$ cat src/hdl/tpcp_pkg.sv
`timescale 1ns / 1ps
`default_nettype none

package tpcp_pkg;

  localparam int unsigned LongPressW = 16;
  localparam int unsigned StepW      = 7;
  localparam int unsigned LevelW     = 8;
  localparam int unsigned FactorW    = 8;
  localparam int unsigned TimeW      = 32;
  localparam int unsigned EffectW    = 3;
  localparam int unsigned CfgIdxW    = 1;
  localparam int unsigned CfgDataW   = 16;

  localparam logic [CfgIdxW-1:0]    CFG_LONG_PRESS_MS   = 1'd0;
  localparam logic [CfgIdxW-1:0]    CFG_BRIGHTNESS_STEP = 1'd1;

  localparam logic [LongPressW-1:0] LONG_PRESS_RST = 16'd500;
  localparam logic [StepW-1:0]      STEP_RST       = 7'd25;
  localparam logic [LevelW-1:0]     LEVEL_MAX      = 8'd255;
  localparam logic [LevelW-1:0]     LEVEL_MIN      = 8'd1;

  typedef struct packed {
    logic               pad_left;
    logic               pad_right;
    logic               pads_present;
    logic [TimeW-1:0]   now_ms;
    logic [FactorW-1:0] adapt_factor;
  } tpcp_in_t;

  typedef struct packed {
    logic               light_is_on;
    logic [EffectW-1:0] effect_mode;
    logic [LevelW-1:0]  level;
    logic               announce;
  } tpcp_out_t;

endpackage

`default_nettype wire

$ cat src/hdl/tpcp_level_calc.sv
`timescale 1ns / 1ps
`default_nettype none

module tpcp_level_calc (
  input  wire logic [tpcp_pkg::LevelW-1:0]  level,
  input  wire logic [tpcp_pkg::FactorW-1:0] factor,
  input  wire logic [tpcp_pkg::StepW-1:0]   step,
  output logic      [tpcp_pkg::LevelW-1:0]  level_down,
  output logic      [tpcp_pkg::LevelW-1:0]  level_up
);
  import tpcp_pkg::*;

  localparam int unsigned ProdW = LevelW + FactorW;

  logic [ProdW-1:0]  product;
  logic [ProdW:0]    div_sum;
  logic [LevelW-1:0] scaled;
  logic [LevelW-1:0] step_ext;
  logic [LevelW-1:0] up_limit;

  // floor(x / 255) = (x + (x >> 8) + 1) >> 8 for x up to 255 * 255
  assign product  = ProdW'(level) * ProdW'(factor);
  assign div_sum  = {1'b0, product} + (ProdW + 1)'(product >> 8) + (ProdW + 1)'(1);
  assign scaled   = div_sum[LevelW +: LevelW];
  assign step_ext = {1'b0, step};
  assign up_limit = LEVEL_MAX - step_ext;

  always_comb begin
    level_down = (scaled > step_ext) ? (scaled - step_ext) : LEVEL_MIN;
    level_up   = (scaled < up_limit) ? (scaled + step_ext) : LEVEL_MAX;
  end

endmodule

`default_nettype wire

$ cat src/hdl/two_pad_touch_control_panel.sv
`timescale 1ns / 1ps
`default_nettype none

// Two-pad touch panel decoder. One touch sample is taken per clock when the
// pipe flows; each sample gives exactly one result, presented on the output
// through the input register and then the result register that also updates
// the panel state, which holds while the output stalls; throughput is one
// sample per cycle while the output is not stalled.
// Both pads down toggles the light once; a single pad held for long_press_ms
// steps the brightness down (left) or up (right) from the level scaled by
// adapt_factor; a short release steps the effect backward (left) or forward
// (right). Samples with pads_present low change nothing. Write configuration
// only while no transaction is in flight.
module two_pad_touch_control_panel (
  input  wire logic                        clk,
  input  wire logic                        rst_n,
  input  wire logic                        in_valid,
  output logic                             in_ready,
  input  wire tpcp_pkg::tpcp_in_t          in_data,
  output logic                             out_valid,
  input  wire logic                        out_ready,
  output tpcp_pkg::tpcp_out_t              out_data,
  input  wire logic                        cfg_we,
  input  wire logic [tpcp_pkg::CfgIdxW-1:0]  cfg_index,
  input  wire logic [tpcp_pkg::CfgDataW-1:0] cfg_wdata
);
  import tpcp_pkg::*;

  localparam logic [EffectW-1:0] EFFECT_NONE = 3'd0;
  localparam logic [EffectW-1:0] EFFECT_LAST = 3'd5;

  function automatic logic [EffectW-1:0] effect_fwd(input logic [EffectW-1:0] m);
    return (m >= EFFECT_LAST) ? EFFECT_NONE : m + EffectW'(1);
  endfunction

  function automatic logic [EffectW-1:0] effect_back(input logic [EffectW-1:0] m);
    return (m == EFFECT_NONE || m > EFFECT_LAST) ? EFFECT_LAST : m - EffectW'(1);
  endfunction

  logic [LongPressW-1:0] long_press_r;
  logic [StepW-1:0]      step_r;

  tpcp_in_t              in_r;
  logic                  in_valid_r;
  tpcp_out_t             out_r;
  logic                  out_valid_r;

  logic                  lheld_r, lheld_nxt;
  logic                  rheld_r, rheld_nxt;
  logic                  ldone_r, ldone_nxt;
  logic                  rdone_r, rdone_nxt;
  logic [TimeW-1:0]      lstart_r, lstart_nxt;
  logic [TimeW-1:0]      rstart_r, rstart_nxt;
  logic                  light_r, light_nxt;
  logic [EffectW-1:0]    effect_r, effect_nxt;
  logic [LevelW-1:0]     level_r, level_nxt;

  logic                  advance;
  logic [TimeW-1:0]      lelapsed;
  logic [TimeW-1:0]      relapsed;
  logic [LevelW-1:0]     level_down;
  logic [LevelW-1:0]     level_up;
  logic [EffectW-1:0]    effect_tmp;

  assign advance   = in_valid_r && (!out_valid_r || out_ready);
  assign in_ready  = !in_valid_r || advance;
  assign out_valid = out_valid_r;
  assign out_data  = out_r;

  assign lelapsed = in_r.now_ms - lstart_r;
  assign relapsed = in_r.now_ms - rstart_r;

  tpcp_level_calc u_level_calc (
    .level      (level_r),
    .factor     (in_r.adapt_factor),
    .step       (step_r),
    .level_down (level_down),
    .level_up   (level_up)
  );

  always_comb begin
    lheld_nxt  = lheld_r;
    rheld_nxt  = rheld_r;
    ldone_nxt  = ldone_r;
    rdone_nxt  = rdone_r;
    lstart_nxt = lstart_r;
    rstart_nxt = rstart_r;
    light_nxt  = light_r;
    effect_nxt = effect_r;
    level_nxt  = level_r;
    effect_tmp = effect_r;
    if (advance && in_r.pads_present) begin
      if (in_r.pad_left && in_r.pad_right) begin
        if (!lheld_r && !rheld_r) begin
          light_nxt = !light_r;
        end
        lheld_nxt = 1'b1;
        rheld_nxt = 1'b1;
        ldone_nxt = 1'b1;
        rdone_nxt = 1'b1;
      end else if (in_r.pad_left) begin
        if (!lheld_r) begin
          lstart_nxt = in_r.now_ms;
          lheld_nxt  = 1'b1;
          ldone_nxt  = 1'b0;
        end else if (!ldone_r && (lelapsed >= TimeW'(long_press_r))) begin
          ldone_nxt = 1'b1;
          level_nxt = level_down;
        end
      end else if (in_r.pad_right) begin
        if (!rheld_r) begin
          rstart_nxt = in_r.now_ms;
          rheld_nxt  = 1'b1;
          rdone_nxt  = 1'b0;
        end else if (!rdone_r && (relapsed >= TimeW'(long_press_r))) begin
          rdone_nxt = 1'b1;
          level_nxt = level_up;
        end
      end else begin
        // apply left release first, then right
        if (lheld_r && !ldone_r) begin
          effect_tmp = effect_back(effect_tmp);
        end
        if (rheld_r && !rdone_r) begin
          effect_tmp = effect_fwd(effect_tmp);
        end
        effect_nxt = effect_tmp;
        lheld_nxt  = 1'b0;
        ldone_nxt  = 1'b0;
        rheld_nxt  = 1'b0;
        rdone_nxt  = 1'b0;
      end
    end
  end

  always_ff @(posedge clk) begin
    if (!rst_n) begin
      long_press_r <= LONG_PRESS_RST;
      step_r       <= STEP_RST;
      in_valid_r   <= 1'b0;
      out_valid_r  <= 1'b0;
      lheld_r      <= 1'b0;
      rheld_r      <= 1'b0;
      ldone_r      <= 1'b0;
      rdone_r      <= 1'b0;
      lstart_r     <= '0;
      rstart_r     <= '0;
      light_r      <= 1'b1;
      effect_r     <= EFFECT_NONE;
      level_r      <= LEVEL_MAX;
    end else begin
      if (cfg_we) begin
        case (cfg_index)
          CFG_LONG_PRESS_MS:   long_press_r <= cfg_wdata[LongPressW-1:0];
          CFG_BRIGHTNESS_STEP: step_r       <= cfg_wdata[StepW-1:0];
          default: ;
        endcase
      end
      if (in_ready) begin
        in_valid_r <= in_valid;
      end
      if (advance) begin
        out_valid_r <= 1'b1;
      end else if (out_ready) begin
        out_valid_r <= 1'b0;
      end
      lheld_r  <= lheld_nxt;
      rheld_r  <= rheld_nxt;
      ldone_r  <= ldone_nxt;
      rdone_r  <= rdone_nxt;
      lstart_r <= lstart_nxt;
      rstart_r <= rstart_nxt;
      light_r  <= light_nxt;
      effect_r <= effect_nxt;
      level_r  <= level_nxt;
    end
  end

  always_ff @(posedge clk) begin
    if (in_valid && in_ready) begin
      in_r <= in_data;
    end
    if (advance) begin
      out_r.light_is_on <= light_nxt;
      out_r.effect_mode <= effect_nxt;
      out_r.level       <= level_nxt;
      out_r.announce    <= (light_nxt != light_r) || (effect_nxt != effect_r) ||
                           (level_nxt != level_r);
    end
  end

  a_effect_range: assert property (@(posedge clk) disable iff (!rst_n)
    effect_r <= EFFECT_LAST)
    else $error("effect state out of range");

  a_out_hold: assert property (@(posedge clk) disable iff (!rst_n)
    (out_valid_r && !out_ready) |=> (out_valid_r && $stable(out_r)))
    else $error("stalled result changed or dropped");

  a_left_done_held: assert property (@(posedge clk) disable iff (!rst_n)
    ldone_r |-> lheld_r)
    else $error("left long press without left held");

  a_right_done_held: assert property (@(posedge clk) disable iff (!rst_n)
    rdone_r |-> rheld_r)
    else $error("right long press without right held");

  a_absent_no_change: assert property (@(posedge clk) disable iff (!rst_n)
    (advance && !in_r.pads_present) |=>
      ($stable(light_r) && $stable(effect_r) && $stable(level_r) && !out_r.announce))
    else $error("absent sample changed panel state");

endmodule

`default_nettype wire
$ cat config.mk
export PLATFORM = sky130hd
export DESIGN_NAME = two_pad_touch_control_panel
export DESIGN_NICKNAME = d
export VERILOG_FILES = /design/src/hdl/tpcp_pkg.sv /design/src/hdl/tpcp_level_calc.sv /design/src/hdl/two_pad_touch_control_panel.sv
export SDC_FILE = /design/constraint.sdc
export NUM_CORES = 1
export LEC_CHECK = 0
export ABC_AREA = 0
export BUFFER_PORTS_ARGS = -buffer_cell sky130_fd_sc_hd__buf_2
export CAP_MARGIN = 10
export CELL_PAD_IN_SITES_DETAIL_PLACEMENT = 2
export CELL_PAD_IN_SITES_GLOBAL_PLACEMENT = 2
export CORE_MARGIN = 2
export CORE_UTILIZATION = 35
export DETAILED_ROUTE_END_ITERATION = 7
export PLACE_DENSITY = 0.78
export SYNTH_ARGS = -nofsm -noshare
export SYNTH_HDL_FRONTEND = slang
export SYNTH_SLANG_ARGS = --single-unit
$ cat constraint.sdc
create_clock -name clk -period 18.75 [get_ports clk]
set_input_delay 3.75 -clock clk [delete_from_list [all_inputs] [get_ports clk]]
set_output_delay 3.75 -clock clk [all_outputs]
set_load 0.05 [all_outputs]
# == Yosys cells after proc, flatten, opt, wreduce, memory -nomap -nowiden ==
# Index checks and enable logic that the tools add are counted.
# word_totals
register_bits,161
in_bits,65
out_inout_bits,15
wordCells,123
# op_classes
add_sub_neg,9
multipliers,1
n_lt_le_gt_ge,6
eq_ne,7
n_mux,42
bitwise_logic,5
reduce_logical,31
# ops
cell,count
8-bit two-way mux,10
32-bit by 16-bit >= comparator with 1-bit output,2
32-bit subtractor,2
3-bit two-way mux,12
1-bit two-way mux,20
16-bit by 1-bit adder with 16-bit output (second input constant),1
16-bit by 8-bit adder with 16-bit output,1
8-bit by 8-bit multiplier with 16-bit output,1
1-bit logical AND,9
8-bit by 7-bit adder with 8-bit output,1
8-bit by 7-bit > comparator with 1-bit output,1
8-bit less-than comparator,1
4-bit by 2-bit inequality test with 1-bit output (second input constant),2
8-bit inequality test,1
2-bit AND reduction,4
8-bit by 7-bit subtractor with 8-bit output,1
8-bit by 7-bit subtractor with 8-bit output (first input constant),1
1-bit zero test,7
3-bit AND reduction,2
1-bit logical OR,5
1-bit inverter,5
5-bit AND reduction,1
4-bit AND reduction,1
3-bit by 1-bit adder with 3-bit output (second input constant),1
other kinds (9),9

# == Depth between registers and ports, before layout ==
# depth
ltp_word,18
ltp_mapped,43
mapped_depth_nobuf,41

# == Cells and area by module ==
# A second synthesis with hierarchy kept.
# hier_totals
hier_cells,1733
hier_area_um2,14149.8
# by_module_without_submodules
module,n_inst,cells_each,area_each_um2,seq_area_each_um2
two_pad_touch_control_panel,1,1352,10919.2,3783.6
tpcp_level_calc,1,381,3230.6,0.0

# == Worst setup path before layout ==
# Ideal clock, no wire load.
# synth_path
kind,reg2reg
startpoint,reg level_r[1]
endpoint,"reg out_r, in the netlist out_data[0] (data pin)"
setup_time_ns,0.273
t_arrival_ns,8.155
required_time_ns,18.477
slack_ns,10.323
stages_incl_launch_ff,38
path_buffers,2
period_less_slack_ns,8.427
path_cell_list,dfxtp_1 clkbuf_1 nand2_1 fa_1 fa_1 inv_1 fa_1 fa_1 ha_1 buf_2 and3_1 a221oi_2 o211ai_1 nand2b_1 inv_1 ha_1 o21a_1 o22ai_1 [2 not listed] nand2b_1 and2_1 nor2_1 nor2_1 xor2_1 fa_1 a21oi_1 nor2_1 nor2_1 o21bai_1 a21oi_1 nor2b_1 o22ai_1 nand3_1 a31o_1 and4b_1 a211oi_2 nand4_1
# synth_via
elab_chain_len,13
word_cells_on_any_way,19
cone_classes,add/sub: 4; mul: 1; order compare: 2; eq/ne: 1; mux: 10; reduce/logical: 1
# synth_rtl
item,line,text
"start, declared",two_pad_touch_control_panel.sv:56,"logic [LevelW-1:0] level_r, level_nxt;"
"start signal, assigned",two_pad_touch_control_panel.sv:175,level_r <= level_nxt;
8-bit by 8-bit multiplier with 16-bit output,tpcp_level_calc.sv:22,assign product = ProdW'(level) * ProdW'(factor);
16-bit by 8-bit adder with 16-bit output,tpcp_level_calc.sv:23,"assign div_sum = {1'b0, product} + (ProdW + 1)'(product >> 8) + (ProdW + 1)'(1);"
16-bit by 1-bit adder with 16-bit output,tpcp_level_calc.sv:23,
8-bit by 7-bit adder with 8-bit output or 8-bit less-than comparator (tied branches),tpcp_level_calc.sv:30,level_up = (scaled < up_limit) ? (scaled + step_ext) : LEVEL_MAX;
8-bit two-way mux,tpcp_level_calc.sv:30,
8-bit two-way mux,two_pad_touch_control_panel.sv:115,end else if (!rdone_r && (relapsed >= TimeW'(long_press_r))) begin
8-bit two-way mux,two_pad_touch_control_panel.sv:111,if (!rheld_r) begin
8-bit two-way mux,two_pad_touch_control_panel.sv:110,end else if (in_r.pad_right) begin
8-bit two-way mux,two_pad_touch_control_panel.sv:101,end else if (in_r.pad_left) begin
8-bit two-way mux,two_pad_touch_control_panel.sv:93,if (in_r.pad_left && in_r.pad_right) begin
8-bit two-way mux,two_pad_touch_control_panel.sv:92,if (advance && in_r.pads_present) begin
8-bit inequality test (*),two_pad_touch_control_panel.sv:188,(level_nxt != level_r);
1-bit logical OR (*),two_pad_touch_control_panel.sv:187,out_r.announce <= (light_nxt != light_r) || (effect_nxt != effect_r) ||
"end, declared",two_pad_touch_control_panel.sv:45,tpcp_out_t out_r;
# Mark *: on every way between the ends. The rest lies on a longest branch, timed or not.
# A chain may end at the register's enable or synchronous reset.

# == Worst setup path in the final report ==
# Same ends and word-level chain as after synthesis.

==> metrics.yaml <==
number_of_antenna_violations_at_the_first_check_in_global_routing: 2
setup.worst_path.start_class: "flip-flop"
fillers: 4706
drv_slew: 0
synth-simple-area-share_pct: 22.1
max-cap-violations: 0
critPathSlowestCell: "sky130_fd_sc_hd__dfxtp_1"
globalplace.congestion: 0.866
grtUsageTotal_pct: 23.6
synth.avg_cell_area_um2: 7.91
met3RoutedLength_mm: 1.11
yosysSeqAreaShare_pct: 25.9
topRoutingLayerUsed: "met4"
area_growth_syn_to_layout_pct: 9.35
numPortBuffers: 79
met2_wirelength_mm: 25.5
fmaxAchievable_mhz: 102
layout_worst_path_cycle_share_pct: 52.0
start_util_pct: 35.6
die_outline_area_um2: 43400
die_width_um: 208
critical_path.endpoint_type: "flip-flop"
drt_first_iter_violations: 603
finalNonFillerCells: 2416
synthesis.area_um2: 14600
avgRoutedWirePerCell_um: 20.8
worst-path-buf-inv: 2
synthMostInstantiatedCell: "sky130_fd_sc_hd__nand2_1"
grt_setup_unrepaired: "no"
tritoncts: "done"
layout-drive-gt1-share_pct: 8.07
synth_xor_area_share_pct: 3.88
m1_wl_mm: 22.5
finalSetupTns_ps: 0
first_pass_iters: 4
synth.ff_latch_count: 161
timing.hold.worst.class: "reg2reg"
placement_rows: 74
i_o_pin_total: 80
synth.net_count: 2107
grt_max_degree: 59
finClkSkew_ps: 9.57
number_of_enable_type_register_cells_in_the_synthesized_netlist: 56
cp_data_arrival_time_ps: 9980
yosys.area_share.adder_pct: 18.7
result_of_the_run: "finished, final reports clean"
finalSetupViolations: 0
nNetsFinal: 2130
drt-total-wl_mm: 50.2
setup.worst_path.class: "reg2reg"
clockRootBuffer: "sky130_fd_sc_hd__clkbuf_16"
grt_overflow: 0
postCtsSetupRepairBufs: 0
synth.cells.most_frequent: "sky130_fd_sc_hd__nand2_1, sky130_fd_sc_hd__a21oi_1, sky130_fd_sc_hd__inv_1"
synth_top_area_share_pct: 14.4
crit_top_cell: "sky130_fd_sc_hd__fa_1"
ys_warn_count: 0
cp_slowest_stage_delay_ps: 670
critical_path_required_ps: 18970
async_flop_share_pct: 0
synth.mux.area_fraction_pct: 1.28
synth_compound_gate_area_share_pct: 21.7
clk_pin_slew_worst_paths_ps: 70
placed_cells_incl_taps: 2384
hpwl_mm: 40.3
timing.critical_path.fanout_max: 13
ant_nets: 0
critPathTopFamily: "adder cells"
most_area_hungry_cell_type_in_the_yosys_netlist: "sky130_fd_sc_hd__dfxtp_1"
postSynthCellCount: 1848
final_core_util_pct: 39.0
n_antenna_cell: 0
first_global_vias: 14618
timing.final.crit_period_ps: 9760
multi_input_comb_area_um2: 9900
synthDistinctLibCells: 84
netlist_top_cells_area: "sky130_fd_sc_hd__dfxtp_1, sky130_fd_sc_hd__ha_1, sky130_fd_sc_hd__edfxtp_1"
drt_drc_violations_left: 0
cts_resizes: 0
die_height_um: 208
sequential_cell_area_um2: 3780
via_count: 13569
numCtsBuffers: 17
cts.hold.buffers_added: 0
max-slew-margin-rel_pct: 50.0
cts.sink_count: 161
wire_length_of_the_first_global_routing_pass_mm: 80.6
worst-slew-pin-transition_ps: 740
clkLatencyLatePin_ps: 490
core_area_um2: 41000
synth_top_flop_cell: "sky130_fd_sc_hd__dfxtp_1"
clk_path_buf_depth: 2
detail_route.vias_per_cell: 5.62
hold_viol_final: 0
clock_tree.htree_level_count: 4
synth_top_family_by_area: "simple AND/OR/NAND/NOR gates"
[flip-flops by register name, indices dropped and copies added (netlist names), 3 cells and up]
name and flops:
in_r 43, lstart_r 32, rstart_r 32, long_press_r 16
out_data 13, level_r 8, step_r 7, effect_r 3
[layer usage]
layer	global-route usage, %	vias up
li1	-	6566
met1	28.8	6807
met2	42.5	139
met3	3.55	57
met4	7.64	0
met5	0	-
[kinds of logic (layout without fill, tap and decap cells)]
logic type | count (synthesis) | after routing
and+or+nand+nor | 668 | 668
AOI/OAI and AO/OA | 498 | 498
buffers and inverters | 245 | 281
adders and majority gates | 195 | 195
DFF | 161 | 161
xor gates and xnor gates | 63 | 63
muxes | 18 | 18
[cells in the final DEF (no fill, tap or decap), types with 56 or more instances in the layout]
cell	n
sky130_fd_sc_hd__a21oi_1	208
sky130_fd_sc_hd__and2_1	74
sky130_fd_sc_hd__buf_2	79
sky130_fd_sc_hd__dfxtp_1	105
sky130_fd_sc_hd__edfxtp_1	56
sky130_fd_sc_hd__ha_1	154
sky130_fd_sc_hd__inv_1	162
sky130_fd_sc_hd__nand2_1	272
sky130_fd_sc_hd__nor2_1	98
sky130_fd_sc_hd__o21ai_0	75
[worst paths after layout]
kind | cells after the start | to | slack, ps | from
hold reg to reg | 2 | lstart_r[5] | 460 | lstart_r[5]
hold / removal | 2 | lstart_r[5] | 460 | lstart_r[5]
setup / recovery | 35 | out_data[0] | 8990 | level_r[1]
setup reg to reg | 35 | out_data[0] | 8990 | level_r[1]
[area by class of cell]
| type | instances | share of cell area [%] |
|---|---|---|
| Clock buffer | 19 | 2.71 |
| Clock inverter | 13 | 0.854 |
| Inverter | 163 | 3.83 |
| Multi-Input combinational cell | 1442 | 62.0 |
| Sequential cell | 161 | 23.7 |
| Tap cell | 532 | 4.17 |
| Timing Repair Buffer | 86 | 2.80 |
[worst register-to-register path, delay by kind of cell (launching register included)]
| family | cells | cell delay [ps] |
|---|---|---|
| fa+ha+maj | 8 | 3760 |
| compound gates | 11 | 2260 |
| simple gates | 12 | 2100 |
| flops | 1 | 670 |
| xor+xnor | 2 | 600 |
| buf+inv | 2 | 100 |
[stage by stage]
stage / cell area [um2] / setup WS, ps / hold WS [ps]
floorplan: 14600 / 10320 / 436
global placement: 15400 / 9280 / 441
detailed placement: 15400 / 9040 / 452
CTS: 16000 / 8990 / 461
global route: 16000 / 8080 / 485
finish: 16000 / 8990 / 458
Power is not shown: default switching activity piles up to over one toggle a cycle in this logic, so the estimate is an artifact.
